==> src/rtl/mqfp_pkg.sv <==
// shared types and constants of the mqtt frame parser
package mqfp_pkg;

    localparam int MAX_LENGTH_BYTES_DEF = 4;
    localparam int QUEUE_DEPTH          = 4;
    localparam int POS_W                = 28;

    localparam logic [3:0] TYPE_CONNACK = 4'd2;
    localparam logic [3:0] TYPE_PUBLISH = 4'd3;

    localparam logic [1:0] EV_BODY      = 2'd0;
    localparam logic [1:0] EV_EMPTY     = 2'd1;
    localparam logic [1:0] EV_MALFORMED = 2'd2;

    localparam logic [1:0] SEC_OTHER   = 2'd0;
    localparam logic [1:0] SEC_TOPIC   = 2'd1;
    localparam logic [1:0] SEC_PAYLOAD = 2'd2;
    localparam logic [1:0] SEC_DISCARD = 2'd3;

    localparam logic OP_BYTE  = 1'b0;
    localparam logic OP_RESET = 1'b1;

    typedef enum logic [1:0] {
        PH_HEADER = 2'd0,
        PH_LENGTH = 2'd1,
        PH_BODY   = 2'd2,
        PH_HALTED = 2'd3
    } phase_t;

    typedef enum logic [1:0] {
        ITEM_BODY      = 2'd0,
        ITEM_EMPTY     = 2'd1,
        ITEM_MALFORMED = 2'd2,
        ITEM_RESET     = 2'd3
    } item_kind_t;

    // classified word handed from the front to the back
    typedef struct packed {
        item_kind_t         kind;
        logic [3:0]         ptype;
        logic [7:0]         data;
        logic [POS_W-1:0]   pos;
        logic               last;
        logic [POS_W-1:0]   frame_len;
    } qitem_t;

endpackage

==> src/rtl/mqfp_front.sv <==
// front end: fixed header and remaining length decode, classifies each byte
module mqfp_front #(
    parameter int MAX_LENGTH_BYTES = mqfp_pkg::MAX_LENGTH_BYTES_DEF
) (
    input  logic            clk,
    input  logic            rst_n,
    input  logic            accept,
    input  logic            opcode,
    input  logic [7:0]      rx_byte,
    output logic            push,
    output mqfp_pkg::qitem_t item
);
    import mqfp_pkg::*;

    localparam logic [2:0] MAX_CNT = 3'(MAX_LENGTH_BYTES);

    phase_t            phase_reg, phase_next;
    logic [3:0]        type_reg, type_next;
    logic [POS_W-1:0]  len_reg, len_next;
    logic [2:0]        cnt_reg, cnt_next;
    logic [POS_W-1:0]  remain_reg, remain_next;
    logic [POS_W-1:0]  index_reg, index_next;

    logic [2:0]        cnt_inc;
    logic [POS_W-1:0]  len_sum;
    logic [POS_W-1:0]  group;
    logic [POS_W-1:0]  remain_dec;

    always_ff @(posedge clk or negedge rst_n)
    begin
        if (!rst_n)
        begin
            phase_reg  <= PH_HEADER;
            type_reg   <= '0;
            len_reg    <= '0;
            cnt_reg    <= '0;
            remain_reg <= '0;
            index_reg  <= '0;
        end
        else
        begin
            phase_reg  <= phase_next;
            type_reg   <= type_next;
            len_reg    <= len_next;
            cnt_reg    <= cnt_next;
            remain_reg <= remain_next;
            index_reg  <= index_next;
        end
    end

    always_comb
    begin
        cnt_inc    = cnt_reg + 3'd1;
        remain_dec = remain_reg - POS_W'(1);
        case (cnt_reg[1:0])
            2'd0:    group = POS_W'(rx_byte[6:0]);
            2'd1:    group = POS_W'(rx_byte[6:0]) << 7;
            2'd2:    group = POS_W'(rx_byte[6:0]) << 14;
            default: group = POS_W'(rx_byte[6:0]) << 21;
        endcase
        len_sum = len_reg + group;

        phase_next  = phase_reg;
        type_next   = type_reg;
        len_next    = len_reg;
        cnt_next    = cnt_reg;
        remain_next = remain_reg;
        index_next  = index_reg;

        push            = 1'b0;
        item.kind       = ITEM_BODY;
        item.ptype      = type_reg;
        item.data       = '0;
        item.pos        = '0;
        item.last       = 1'b0;
        item.frame_len  = len_reg;

        if (accept)
        begin
            if (opcode == OP_RESET)
            begin
                phase_next  = PH_HEADER;
                type_next   = '0;
                len_next    = '0;
                cnt_next    = '0;
                remain_next = '0;
                index_next  = '0;
                push        = 1'b1;
                item.kind   = ITEM_RESET;
            end
            else
            begin
                case (phase_reg)
                    PH_HEADER:
                    begin
                        type_next  = rx_byte[7:4];
                        len_next   = '0;
                        cnt_next   = '0;
                        phase_next = PH_LENGTH;
                    end
                    PH_LENGTH:
                    begin
                        len_next = len_sum;
                        cnt_next = cnt_inc;
                        if (rx_byte[7])
                        begin
                            if (cnt_inc >= MAX_CNT)
                            begin
                                phase_next = PH_HALTED;
                                push       = 1'b1;
                                item.kind  = ITEM_MALFORMED;
                            end
                        end
                        else
                        begin
                            remain_next = len_sum;
                            index_next  = '0;
                            if (len_sum == '0)
                            begin
                                phase_next = PH_HEADER;
                                push       = 1'b1;
                                item.kind  = ITEM_EMPTY;
                                item.last  = 1'b1;
                            end
                            else
                            begin
                                phase_next = PH_BODY;
                            end
                        end
                    end
                    PH_BODY:
                    begin
                        push        = 1'b1;
                        item.kind   = ITEM_BODY;
                        item.data   = rx_byte;
                        item.pos    = index_reg;
                        item.last   = (remain_dec == '0);
                        index_next  = index_reg + POS_W'(1);
                        remain_next = remain_dec;
                        if (remain_dec == '0)
                        begin
                            phase_next = PH_HEADER;
                        end
                    end
                    default:
                    begin
                        phase_next = PH_HALTED;
                    end
                endcase
            end
        end
    end

endmodule

==> src/rtl/mqfp_queue.sv <==
// short word queue between the front and the back
module mqfp_queue (
    input  logic             clk,
    input  logic             rst_n,
    input  logic             push,
    input  mqfp_pkg::qitem_t push_item,
    input  logic             pop,
    output mqfp_pkg::qitem_t head_item,
    output logic             empty,
    output logic             full
);
    import mqfp_pkg::*;

    localparam int PTR_W = $clog2(QUEUE_DEPTH);
    localparam logic [PTR_W:0] DEPTH_CNT = (PTR_W + 1)'(QUEUE_DEPTH);

    qitem_t            mem_reg [QUEUE_DEPTH];
    logic [PTR_W-1:0]  wr_ptr_reg, rd_ptr_reg;
    logic [PTR_W:0]    count_reg;

    logic do_push, do_pop;

    assign empty     = (count_reg == '0);
    assign full      = (count_reg == DEPTH_CNT);
    assign do_push   = push && !full;
    assign do_pop    = pop && !empty;
    assign head_item = mem_reg[rd_ptr_reg];

    always_ff @(posedge clk)
    begin
        if (do_push)
        begin
            mem_reg[wr_ptr_reg] <= push_item;
        end
    end

    always_ff @(posedge clk or negedge rst_n)
    begin
        if (!rst_n)
        begin
            wr_ptr_reg <= '0;
            rd_ptr_reg <= '0;
            count_reg  <= '0;
        end
        else
        begin
            if (do_push)
            begin
                wr_ptr_reg <= (wr_ptr_reg == PTR_W'(QUEUE_DEPTH - 1)) ? '0
                                                                      : wr_ptr_reg + PTR_W'(1);
            end
            if (do_pop)
            begin
                rd_ptr_reg <= (rd_ptr_reg == PTR_W'(QUEUE_DEPTH - 1)) ? '0
                                                                      : rd_ptr_reg + PTR_W'(1);
            end
            case ({do_push, do_pop})
                2'b10:   count_reg <= count_reg + (PTR_W + 1)'(1);
                2'b01:   count_reg <= count_reg - (PTR_W + 1)'(1);
                default: count_reg <= count_reg;
            endcase
        end
    end

endmodule

==> src/rtl/mqfp_back.sv <==
// back end: publish sections, connack flag and the output register
module mqfp_back (
    input  logic             clk,
    input  logic             rst_n,
    input  mqfp_pkg::qitem_t head_item,
    input  logic             q_empty,
    output logic             pop,
    output logic             m_tvalid,
    input  logic             m_tready,
    output logic [47:0]      m_tdata,
    output logic [1:0]       m_tuser,
    output logic             m_tlast
);
    import mqfp_pkg::*;

    logic [15:0]       topic_reg, topic_next;
    logic              pvalid_reg, pvalid_next;
    logic              conn_reg, conn_next;
    logic              ovalid_reg, ovalid_next;

    logic [1:0]        ev_reg, ev_next;
    logic [3:0]        ptype_reg;
    logic [7:0]        data_reg;
    logic [1:0]        sec_reg, sec_next;
    logic [POS_W-1:0]  pos_reg;
    logic              last_reg;
    logic              oconn_reg;

    logic              is_reset;
    logic              load;
    logic              len_short;
    logic              pos_zero, pos_one;
    logic [16:0]       topic_end_next;
    logic [16:0]       topic_end;

    assign is_reset  = (head_item.kind == ITEM_RESET);
    assign pop       = !q_empty && (is_reset || !ovalid_reg || m_tready);
    assign load      = pop && !is_reset;
    assign len_short = (head_item.frame_len[POS_W-1:1] == '0);
    assign pos_zero  = (head_item.pos == '0);
    assign pos_one   = (head_item.pos == POS_W'(1));

    always_comb
    begin
        topic_next     = topic_reg;
        pvalid_next    = pvalid_reg;
        conn_next      = conn_reg;
        sec_next       = SEC_OTHER;
        topic_end      = 17'({1'b0, topic_reg} + 17'd2);
        topic_end_next = 17'd0;

        case (head_item.kind)
            ITEM_EMPTY:     ev_next = EV_EMPTY;
            ITEM_MALFORMED: ev_next = EV_MALFORMED;
            default:        ev_next = EV_BODY;
        endcase

        if (pop && is_reset)
        begin
            topic_next  = '0;
            pvalid_next = 1'b0;
            conn_next   = 1'b0;
        end
        else if (load && head_item.kind == ITEM_BODY)
        begin
            if (head_item.ptype == TYPE_PUBLISH)
            begin
                if (len_short)
                begin
                    sec_next = SEC_DISCARD;
                end
                else if (pos_zero)
                begin
                    topic_next = {head_item.data, 8'h00};
                end
                else if (pos_one)
                begin
                    topic_next     = {topic_reg[15:8], head_item.data};
                    topic_end_next = 17'({1'b0, topic_next} + 17'd2);
                    pvalid_next    = (POS_W'(topic_end_next) <= head_item.frame_len);
                end
                else if (!pvalid_reg)
                begin
                    sec_next = SEC_DISCARD;
                end
                else if (head_item.pos < POS_W'(topic_end))
                begin
                    sec_next = SEC_TOPIC;
                end
                else
                begin
                    sec_next = SEC_PAYLOAD;
                end
            end
            else if (head_item.ptype == TYPE_CONNACK)
            begin
                if (pos_one && !len_short && head_item.data == 8'h00)
                begin
                    conn_next = 1'b1;
                end
            end
        end

        if (load)
        begin
            ovalid_next = 1'b1;
        end
        else if (m_tready)
        begin
            ovalid_next = 1'b0;
        end
        else
        begin
            ovalid_next = ovalid_reg;
        end
    end

    always_ff @(posedge clk or negedge rst_n)
    begin
        if (!rst_n)
        begin
            topic_reg  <= '0;
            pvalid_reg <= 1'b0;
            conn_reg   <= 1'b0;
            ovalid_reg <= 1'b0;
        end
        else
        begin
            topic_reg  <= topic_next;
            pvalid_reg <= pvalid_next;
            conn_reg   <= conn_next;
            ovalid_reg <= ovalid_next;
        end
    end

    always_ff @(posedge clk)
    begin
        if (load)
        begin
            ev_reg    <= ev_next;
            ptype_reg <= head_item.ptype;
            data_reg  <= head_item.data;
            sec_reg   <= sec_next;
            pos_reg   <= head_item.pos;
            last_reg  <= head_item.last;
            oconn_reg <= conn_next;
        end
    end

    assign m_tvalid = ovalid_reg;
    assign m_tuser  = ev_reg;
    assign m_tlast  = last_reg;
    assign m_tdata  = {5'b0, oconn_reg, pos_reg, sec_reg, data_reg, ptype_reg};

endmodule

==> src/rtl/mqtt_frame_parser.sv <==
// top level of the mqtt 3.1.1 receive-side fixed header parser
//
//  channel | dir | handshake          | payload
//  --------+-----+--------------------+----------------------------------------
//  s_*     | in  | s_tvalid/s_tready  | tdata rx_byte, tuser opcode
//  m_*     | out | m_tvalid/m_tready  | tdata type/byte/section/pos/connected,
//          |     |                    | tuser event, tlast end of frame
//
//  one input word per cycle; s_tready drops only while the four-word queue
//  between front and back is full
//  header and length bytes leave no word; every body byte, empty frame and
//  malformed length leaves one, through the queue and then the output register
//  the output register lets the back take the next queued word in the same
//  cycle that the current result is taken
//  rst_n clears all control state asynchronously; a connection reset word
//  clears the parser at once and the connected flag when it reaches the back
module mqtt_frame_parser #(
    parameter int MAX_LENGTH_BYTES = mqfp_pkg::MAX_LENGTH_BYTES_DEF
) (
    input  logic        clk,
    input  logic        rst_n,
    input  logic        s_tvalid,
    output logic        s_tready,
    input  logic [7:0]  s_tdata,   // [7:0] rx_byte
    input  logic        s_tuser,   // [0] opcode
    output logic        m_tvalid,
    input  logic        m_tready,
    output logic [47:0] m_tdata,   // [3:0] packet_type, [11:4] body_byte,
                                   // [13:12] section, [41:14] body_position,
                                   // [42] connected, [47:43] zero
    output logic [1:0]  m_tuser,   // [1:0] event_res
    output logic        m_tlast    // last_of_frame
);
    import mqfp_pkg::*;

    logic   accept;
    logic   push;
    logic   pop;
    logic   q_empty;
    logic   q_full;
    qitem_t push_item;
    qitem_t head_item;

    // input side only waits on queue space
    assign s_tready = !q_full;
    assign accept   = s_tvalid && s_tready;

    mqfp_front #(
        .MAX_LENGTH_BYTES (MAX_LENGTH_BYTES)
    ) u_front (
        .clk     (clk),
        .rst_n   (rst_n),
        .accept  (accept),
        .opcode  (s_tuser),
        .rx_byte (s_tdata),
        .push    (push),
        .item    (push_item)
    );

    mqfp_queue u_queue (
        .clk       (clk),
        .rst_n     (rst_n),
        .push      (push),
        .push_item (push_item),
        .pop       (pop),
        .head_item (head_item),
        .empty     (q_empty),
        .full      (q_full)
    );

    // back side: per-frame publish state and the result register
    mqfp_back u_back (
        .clk       (clk),
        .rst_n     (rst_n),
        .head_item (head_item),
        .q_empty   (q_empty),
        .pop       (pop),
        .m_tvalid  (m_tvalid),
        .m_tready  (m_tready),
        .m_tdata   (m_tdata),
        .m_tuser   (m_tuser),
        .m_tlast   (m_tlast)
    );

endmodule

==> config.mk <==
export PLATFORM = sky130hd
export DESIGN_NAME = mqtt_frame_parser
export DESIGN_NICKNAME = d
export VERILOG_FILES = /design/src/rtl/mqfp_pkg.sv /design/src/rtl/mqfp_front.sv /design/src/rtl/mqfp_queue.sv /design/src/rtl/mqfp_back.sv /design/src/rtl/mqtt_frame_parser.sv
export SDC_FILE = /design/constraint.sdc
export NUM_CORES = 1
export LEC_CHECK = 0
export BUFFER_PORTS_ARGS = -buffer_cell sky130_fd_sc_hd__buf_4
export CORE_UTILIZATION = 57
export CTS_CLUSTER_DIAMETER = 150
export DETAILED_ROUTE_END_ITERATION = 7
export GPL_TIMING_DRIVEN = 0
export PLACE_DENSITY = 0.77
export SYNTH_ARGS = -nofsm -noshare
export SYNTH_HDL_FRONTEND = slang
export SYNTH_SLANG_ARGS = --single-unit
==> constraint.sdc <==
create_clock -name clk -period 7.2 [get_ports clk]
set_input_delay 0 -clock clk [delete_from_list [all_inputs] [get_ports clk]]
set_output_delay 0 -clock clk [all_outputs]
set_load 0.01 [all_outputs]
After elaboration in Yosys (flattened, before gate mapping)
Memory sizes are Yosys's and may differ from the RTL's.
Cells that the tools add are included.
{ "op_classes": {"add_sub_neg": 10, "order_cmp": 3, "n_eq_ne": 20, "mux": 66, "bitwise_logic": 2, "n_reduce_logical": 43} }
{ "ops": {"columns": ["operator", "n"], "rows": [
  ["$pmux W28 S2", 3],
  ["$mux W28", 5],
  ["$logic_not A28 Y1", 3],
  ["$pmux W28 S3", 1],
  ["$mux W16", 5],
  ["$mux W37", 2],
  ["$mux W36", 1],
  ["$add A16 B2 Y17 const B", 2],
  ["$mux W2", 17],
  ["$add A28 B1 Y28 const B", 1],
  ["$add A28 B28 Y28", 1],
  ["$eq A28 B1 Y1 const B", 1],
  ["$le A17 B28 Y1", 1],
  ["$lt A28 B17 Y1", 1],
  ["$sub A28 B1 Y28 const B", 1],
  ["$logic_not A27 Y1", 1],
  ["$mux W1", 22],
  ["$eq A2 B2 Y1 const B", 7],
  ["$reduce_bool A2 Y1", 7],
  ["$pmux W3 S2", 2],
  ["$logic_and A1 B1 Y1", 9],
  ["$reduce_bool A3 Y1", 3],
  ["$eq A2 B1 Y1 const B", 4],
  ["$eq A4 B2 Y1 const B", 2],
  ["26 further kinds", 42]
]} }
{ "word_totals": {"ff_bits": 165, "ram_bits": 284, "output_inout_bits": 53, "elab_cells": 166, "n_memories": 1} }
{ "mem_list": {"columns": ["name", "words", "width", "read_ports", "rd_ports_with_merged_regs", "write_ports", "line_no", "text"], "rows": [
  ["u_queue.mem_reg", 4, 71, 1, 0, 1, "mqfp_queue.sv:17", "qitem_t mem_reg [QUEUE_DEPTH];"]
]} }

Logic depth before layout (Yosys ltp)
{ "logic_depth": {"depth_word": 12, "ltp_mapped": 21, "ltp_nobuf": 20} }

Hierarchy
A second synthesis with hierarchy kept.
{ "hier_totals": {"cells_unflattened": 1640, "hier_area_um2": 21789.6} }
{ "by_module_without_submodules": {"columns": ["module", "instances", "cells_per_inst", "area_per_inst_um2"], "rows": [
  ["mqfp_queue", 1, 411, 10769.1],
  ["mqfp_front", 1, 896, 7283.2],
  ["mqfp_back", 1, 331, 3727.3],
  ["mqtt_frame_parser", 1, 2, 10.0]
]} }

Worst setup path before layout
OpenSTA, ideal clock, no wires.
{ "synth_timing": {"path_type": "register to register", "from": "register u_front.cnt_reg[0]", "to": "memory u_queue.mem_reg[0][0] (netlist name) (enable)", "setup_ns": 0.509, "arrival_time_ns": 6.708, "required_ns": 6.691, "path_slack_ns": -0.017, "path_stages_with_launch": 17, "path_cell_list": "dfrtp_1 -> inv_1 -> ha_1 -> and2_1 -> ha_1 -> inv_1 -> fa_1 -> nand2b_1 -> a211o_1 -> clkbuf_1 -> a2111o_1 -> nand2_1 -> xor2_1 -> or4_1 -> nor4_1 -> a21oi_2 -> nor2b_1"} }
{ "synth_between": {"elab_chain_len": 12, "word_cells_on_any_way": 17, "cone_classes": "add/sub (2); order compare (1); eq/ne (2); mux (9); reduce/logical (3)"} }
{ "synth_lines": {"columns": ["item", "line_no", "text"], "rows": [
  ["start: declaration", "mqfp_front.sv:20", "logic [2:0] cnt_reg, cnt_next;"],
  ["start signal: assignment", "mqfp_front.sv:45", "cnt_reg <= cnt_next;"],
  ["$eq A2 B2 Y1 (tied with other cells)", "mqfp_front.sv:55", "case (cnt_reg[1:0])"],
  ["$pmux W28 S3", "mqfp_front.sv:55", null],
  ["$add A28 B28 Y28", "mqfp_front.sv:61", "len_sum = len_reg + group;"],
  ["$logic_not A28 Y1", "mqfp_front.sv:118", "if (len_sum == '0)"],
  ["$mux W1", "mqfp_front.sv:118", null],
  ["$mux W1 (*)", "mqfp_front.sv:105", "if (rx_byte[7])"],
  ["$pmux W1 S2 (*)", "mqfp_front.sv:93", "case (phase_reg)"],
  ["$mux W1 (*)", "mqfp_front.sv:80", "if (opcode == OP_RESET)"],
  ["$mux W1 (*)", "mqfp_front.sv:78", "if (accept)"],
  ["$logic_and A1 B1 Y1 (*)", "mqfp_queue.sv:25", "assign do_push = push && !full;"],
  ["$mux W1 (*)", "mqfp_queue.sv:31", "if (do_push)"],
  ["$mux W1 (implied by the code) (*)", "mqfp_queue.sv:33", "mem_reg[wr_ptr_reg] <= push_item;"],
  ["end: declaration", "mqfp_queue.sv:17", null]
]} }
Mark *: on every way between the ends. The rest lies on a longest branch, timed or not.

Worst setup path in the final report
{ "layout_timing": {"from": "register u_front.cnt_reg[0]", "to": "register u_queue.count_reg[2]"} }
{ "layout_between": {"elab_chain_len": 12, "word_cells_on_any_way": 19, "cone_classes": "add/sub (2); order compare (1); eq/ne (4); mux (8); reduce/logical (4)"} }
{ "layout_lines": {"columns": ["item", "line_no", "text"], "rows": [
  ["$eq A2 B2 Y1 (tied with other cells)", "mqfp_front.sv:55", null],
  ["$pmux W28 S3", "mqfp_front.sv:55", null],
  ["$add A28 B28 Y28", "mqfp_front.sv:61", null],
  ["$logic_not A28 Y1", "mqfp_front.sv:118", null],
  ["$mux W1", "mqfp_front.sv:118", null],
  ["$mux W1 (*)", "mqfp_front.sv:105", null],
  ["$pmux W1 S2 (*)", "mqfp_front.sv:93", null],
  ["$mux W1 (*)", "mqfp_front.sv:80", null],
  ["$mux W1 (*)", "mqfp_front.sv:78", null],
  ["$logic_and A1 B1 Y1 (*)", "mqfp_queue.sv:25", null],
  ["$eq A2 B1 Y1 / $eq A2 B2 Y1 (equally long branches)", "mqfp_queue.sv:57", "case ({do_push, do_pop})"],
  ["$pmux W3 S2 / $reduce_bool A2 Y1 (equally long branches)", null, null],
  ["end signal: assignment", "mqfp_queue.sv:58", "2'b10: count_reg <= count_reg + (PTR_W + 1)'(1);"],
  ["end signal: assignment", "mqfp_queue.sv:59", "2'b01: count_reg <= count_reg - (PTR_W + 1)'(1);"],
  ["end signal: assignment", "mqfp_queue.sv:60", "default: count_reg <= count_reg;"],
  ["end: declaration", "mqfp_queue.sv:19", "logic [PTR_W:0] count_reg;"]
]} }
Marks and branches as above.
A chain may end at the register's enable or synchronous reset.

==> impl_summary.log <==
[metrics] status: finished, final reports clean
[metrics] clock share of power: 25.8%
[metrics] number of nets with antenna violations after routing: 0
[metrics] core region area: 37490 um^2
[metrics] Final Max Tran Viols: 0
[metrics] pin count of the biggest net entering global routing: 91
[metrics] MaxCap Viol Count: 0
[metrics] register share of total power: 39.0%
[metrics] worst-path maximum fanout: 9
[metrics] Critical path buffers and inverters: 4
[metrics] compound-cell area share of the yosys netlist: 9.808%
[metrics] number of library cell types mapped by synthesis: between 80 and 90
[metrics] worst clock skew: 0.009837 ns
[metrics] wire length of the first global-routing pass: 82790 um
[metrics] synthesized-area fraction occupied by and/or/nand/nor cells: between 10% and 20%
[metrics] Post-Layout Inst Area: 24630 um^2
[metrics] required time at the worst-slack endpoint: 7.69 ns
[metrics] family with the most delay on the worst path: simple AND/OR/NAND/NOR gates
[metrics] internal power contribution: 5.938 mW
[metrics] Setup WS pre-CTS: 1.091 ns
[metrics] clock transition at the registers of the reported paths: 0.06 ns
[metrics] post-DR vias/cell: 6.240
[metrics] switching power share of the total: 34.72%
[metrics] WL/cell: 22.62 um
[metrics] number of placement rows: between 70 and 80
[metrics] Synth Warn #: 0
[metrics] final number of hold-violating endpoints: 0
[metrics] library cell contributing the largest single delay on the critical path: nor3_1
[metrics] Synth area leaders: edfxtp_1 46%, dfrtp_1 14%, mux4_2 6.2%, ha_1 4.6%, nand2_1 2.4%
[metrics] main combinational cell family by area after synthesis: simple AND/OR/NAND/NOR gates
[metrics] data arrival time at the worst-slack endpoint: ~6.7 ns
[metrics] critical path's largest stage delay: 0.92 ns
[metrics] first drt pass iteration count: 6
[metrics] hold crit path type: in2reg
[metrics] total DRC errors in the routed layout: 0
[metrics] insertion delay to the later sink of the worst-skew pair: about 0.57 ns
[metrics] total of flip-flops plus latches after synthesis: 449
[metrics] number of hold-repair buffers added at the cts stage: 12
[metrics] post-layout total power: 9.096 mW
[metrics] area share of the largest cell type after synthesis: 45.77%
[metrics] Filler Cell Count: 2738
[metrics] power per unit of standard cell area: 369.3 nW/um^2
[metrics] Routed Wire Length: 53630 um
[metrics] post-layout net count: 1920
[metrics] actual slew at the worst max-slew pin: ~1.4 ns
[metrics] overall die width: 196.9 um
[metrics] Adder-Cell Fraction of Synth Area: 4.808%
[metrics] highest ir drop seen on vdd: 0.0001863 V
[metrics] half-perimeter wire length after detailed placement: 37660 um
[metrics] overall die area: 38770 um^2
[metrics] final cell utilization of the core: around 66%
[metrics] library cell used as clock root buffer: clkbuf_16
[metrics] total inserted antenna cells: 0
[metrics] Top FF cell, synth: edfxtp_1
[metrics] timing-limited maximum frequency: 0.1613 GHz
[metrics] number of port buffers: 60
[metrics] category of the most critical setup path: reg2reg
[metrics] proportion of power drawn by combinational gates: a little over a third
[metrics] placer's final routability congestion estimate: 0.9465
[metrics] Worst Setup End Kind: flip-flop
[metrics] clock tree buffer depth: 3
[metrics] xor/xnor cell area share of the yosys netlist: 2.872%
[metrics] Worst Setup Slack, final: 1.001 ns
[metrics] violation count after the first detailed-route iteration: 1223
[metrics] Setup-failing EPs final: 0
[metrics] Synth async-reset ratio: 26.50%
[metrics] initial cell density of the core: 57.75%
[metrics] vias in the first global route: 14.49k
[metrics] count of pins on the block boundary: 66
[metrics] Tmin final: around 6.2 ns
[metrics] die extent in y: 196.9 um
[metrics] sequential-to-total area share from yosys stat: 59.53%
[metrics] number of buffers inserted by post-CTS setup repair: 0
[metrics] Worst slew margin: under 10%
[metrics] static power due to leakage: about 9.5 nW
[metrics] cell count after synthesis: 1692
[metrics] gr usage total: 28.32%
[metrics] Remaining Overflow, GRT: 0
[metrics] number of H-tree branching levels: 2
[metrics] unrepaired setup endpoints after global routing: false
[metrics] nature of the critical path startpoint: flip-flop
[metrics] number of flip-flops in the largest register: 284
[metrics] antenna violations before repair: 0
[metrics] share of cell area taken by muxes after synthesis: roughly 7.1%
[metrics] Placed Area: 23020 um^2
[metrics] post-synthesis instance area: 21650 um^2
[metrics] via total after detailed routing: about 15k
[metrics] proportion of layout cells with a drive suffix above 1: 13.44%
[metrics] cells along the critical path: inv_1 -> ha_1 -> and2_1 -> ha_1 -> inv_1 -> fa_1 -> nand2b_1 -> a211o_1 -> clkbuf_1 -> a2111o_1 -> and3_1 -> nor3_1 -> nand4b_1 -> nor4_1 -> a21oi_2 -> ha_1 -> inv_1 -> fa_1 -> xor2_1 -> nor2_1 -> xor2_1
[metrics] number of sinks handled by clock tree synthesis: 449
[metrics] area leader, netlist: edfxtp_1
[metrics] worst hold slack across all endpoints: roughly 0.053 ns
[metrics] total clock buffers created by CTS: 45
[metrics] Post-synth EDFFs: 330
[metrics] cts repair resizes: 0
[metrics] share of the cycle needed by the critical path after routing: 86.10%
[metrics] Sw Pwr: 3.158 mW
[metrics] Post-Synthesis Mean Instance Area: 12.80 um^2
[metrics] TritonCTS clock tree: built
[metrics] signed area change from the synthesized netlist to the final layout: 13.76%
worst min-delay path, stage by stage:
cell and delay, ns:
buf_4 0.09, nand2_1 0.25, nand2_1 0.16, o21ai_0 0.08
path summary, 6_finish.rpt:
kind	from	to	slack, ns	cells after the start
worst max-delay path	u_front.cnt_reg[0]	u_queue.count_reg[2]	1.00	21
worst min-delay path	s_tvalid	u_front.type_reg[2]	0.05	4
worst max register to register	u_front.cnt_reg[0]	u_queue.count_reg[2]	1.00	21
worst min register to register	u_queue.count_reg[2]	u_queue.count_reg[2]	0.48	1
max in group asynchronous	rst_n	u_front.len_reg[23]	6.23	4
min in group asynchronous	rst_n	u_back.topic_reg[4]	0.49	4
layout by cell type, fill, tap and decap left out, types with 12 or more instances in the layout:
master,instances
edfxtp_1,330
nand2_1,137
dfrtp_1,119
nor2_1,94
o21ai_0,91
ha_1,80
clkbuf_1,72
buf_4,66
mux4_2,60
a21oi_1,59
inv_1,51
and3_1,50
xor2_1,46
clkbuf_16,46
nand3_1,37
and2_1,35
nor3_1,34
nor4_1,32
nand4_1,27
a22o_1,26
xnor2_1,25
a21o_1,25
or3_1,24
nand2b_1,17
a22oi_1,16
and4_1,15
nor2b_1,14
a211oi_1,12
area by class of cell:
class                      count  area, um^2  area share, %
clock inverter                28       291.5          1.184
multi-input combinational   1108        8254          33.51
buffer                        88       374.1          1.519
tap                          511       639.4          2.596
inverter                      51       191.4         0.7773
sequential                   449       12890          52.33
clock buffer                  54        1191          4.836
timing repair buffer          82       799.5          3.246
cell families (layout without fill, tap and decap cells):
kind of cell	Yosys count	count (layout)
simple gates	553	553
flops	449	449
compound gates	320	320
buf+inv	139	303
fa+ha+maj	82	82
mux	77	77
xor+xnor	71	71
other cells	1	5
per-stage QoR:
stage / instances / TNS (ns)
6_report: 2371 / 0
5_1_grt: 2371 / 0
4_1_cts: 2371 / 0
3_5_place_dp: 2277 / 0
3_3_place_gp: 2267 / -793.74
2_1_floorplan: 1696 / -4.847
power groups by stage:
stage,clock network (mW),registers (mW),logic (mW)
floorplan,0,3.64,1.99
global placement,0,3.62,3.00
detailed placement,0,3.59,3.14
CTS,2.37,3.55,3.19
global route,2.47,3.59,3.45
finish,2.34,3.55,3.20
per-layer routing:
metal  GRT usage [%]  vias to the layer above  wire, um
li1                -                     6710         -
met5               0                        -         0
met3           3.542                      110      3525
met4           11.86                        0      1898
met2           45.87                      592     25630
met1           39.03                     7384     22570
synthesized netlist by cell type (all sizes together) (9+ instances only):
library cell and instances:
xor2 46, clkbuf 65, or3 24, nand2 138, ha 80, xnor2 25, inv 51, a211oi 13
a22oi 16, nor2 96, or2 9, o21ai 99, o21a 9, dfrtp 119, nor4 32, nand2b 17
mux4 60, nor2b 18, a21o 25, nand4 27, nor3 34, edfxtp 330, or4 9, mux2i 9
nand3 37, a31oi 11, o31ai 9, and2 36, buf 23, a21oi 60, and3 50, a22o 26
and4 15
Power figures use the tool's default switching activity.
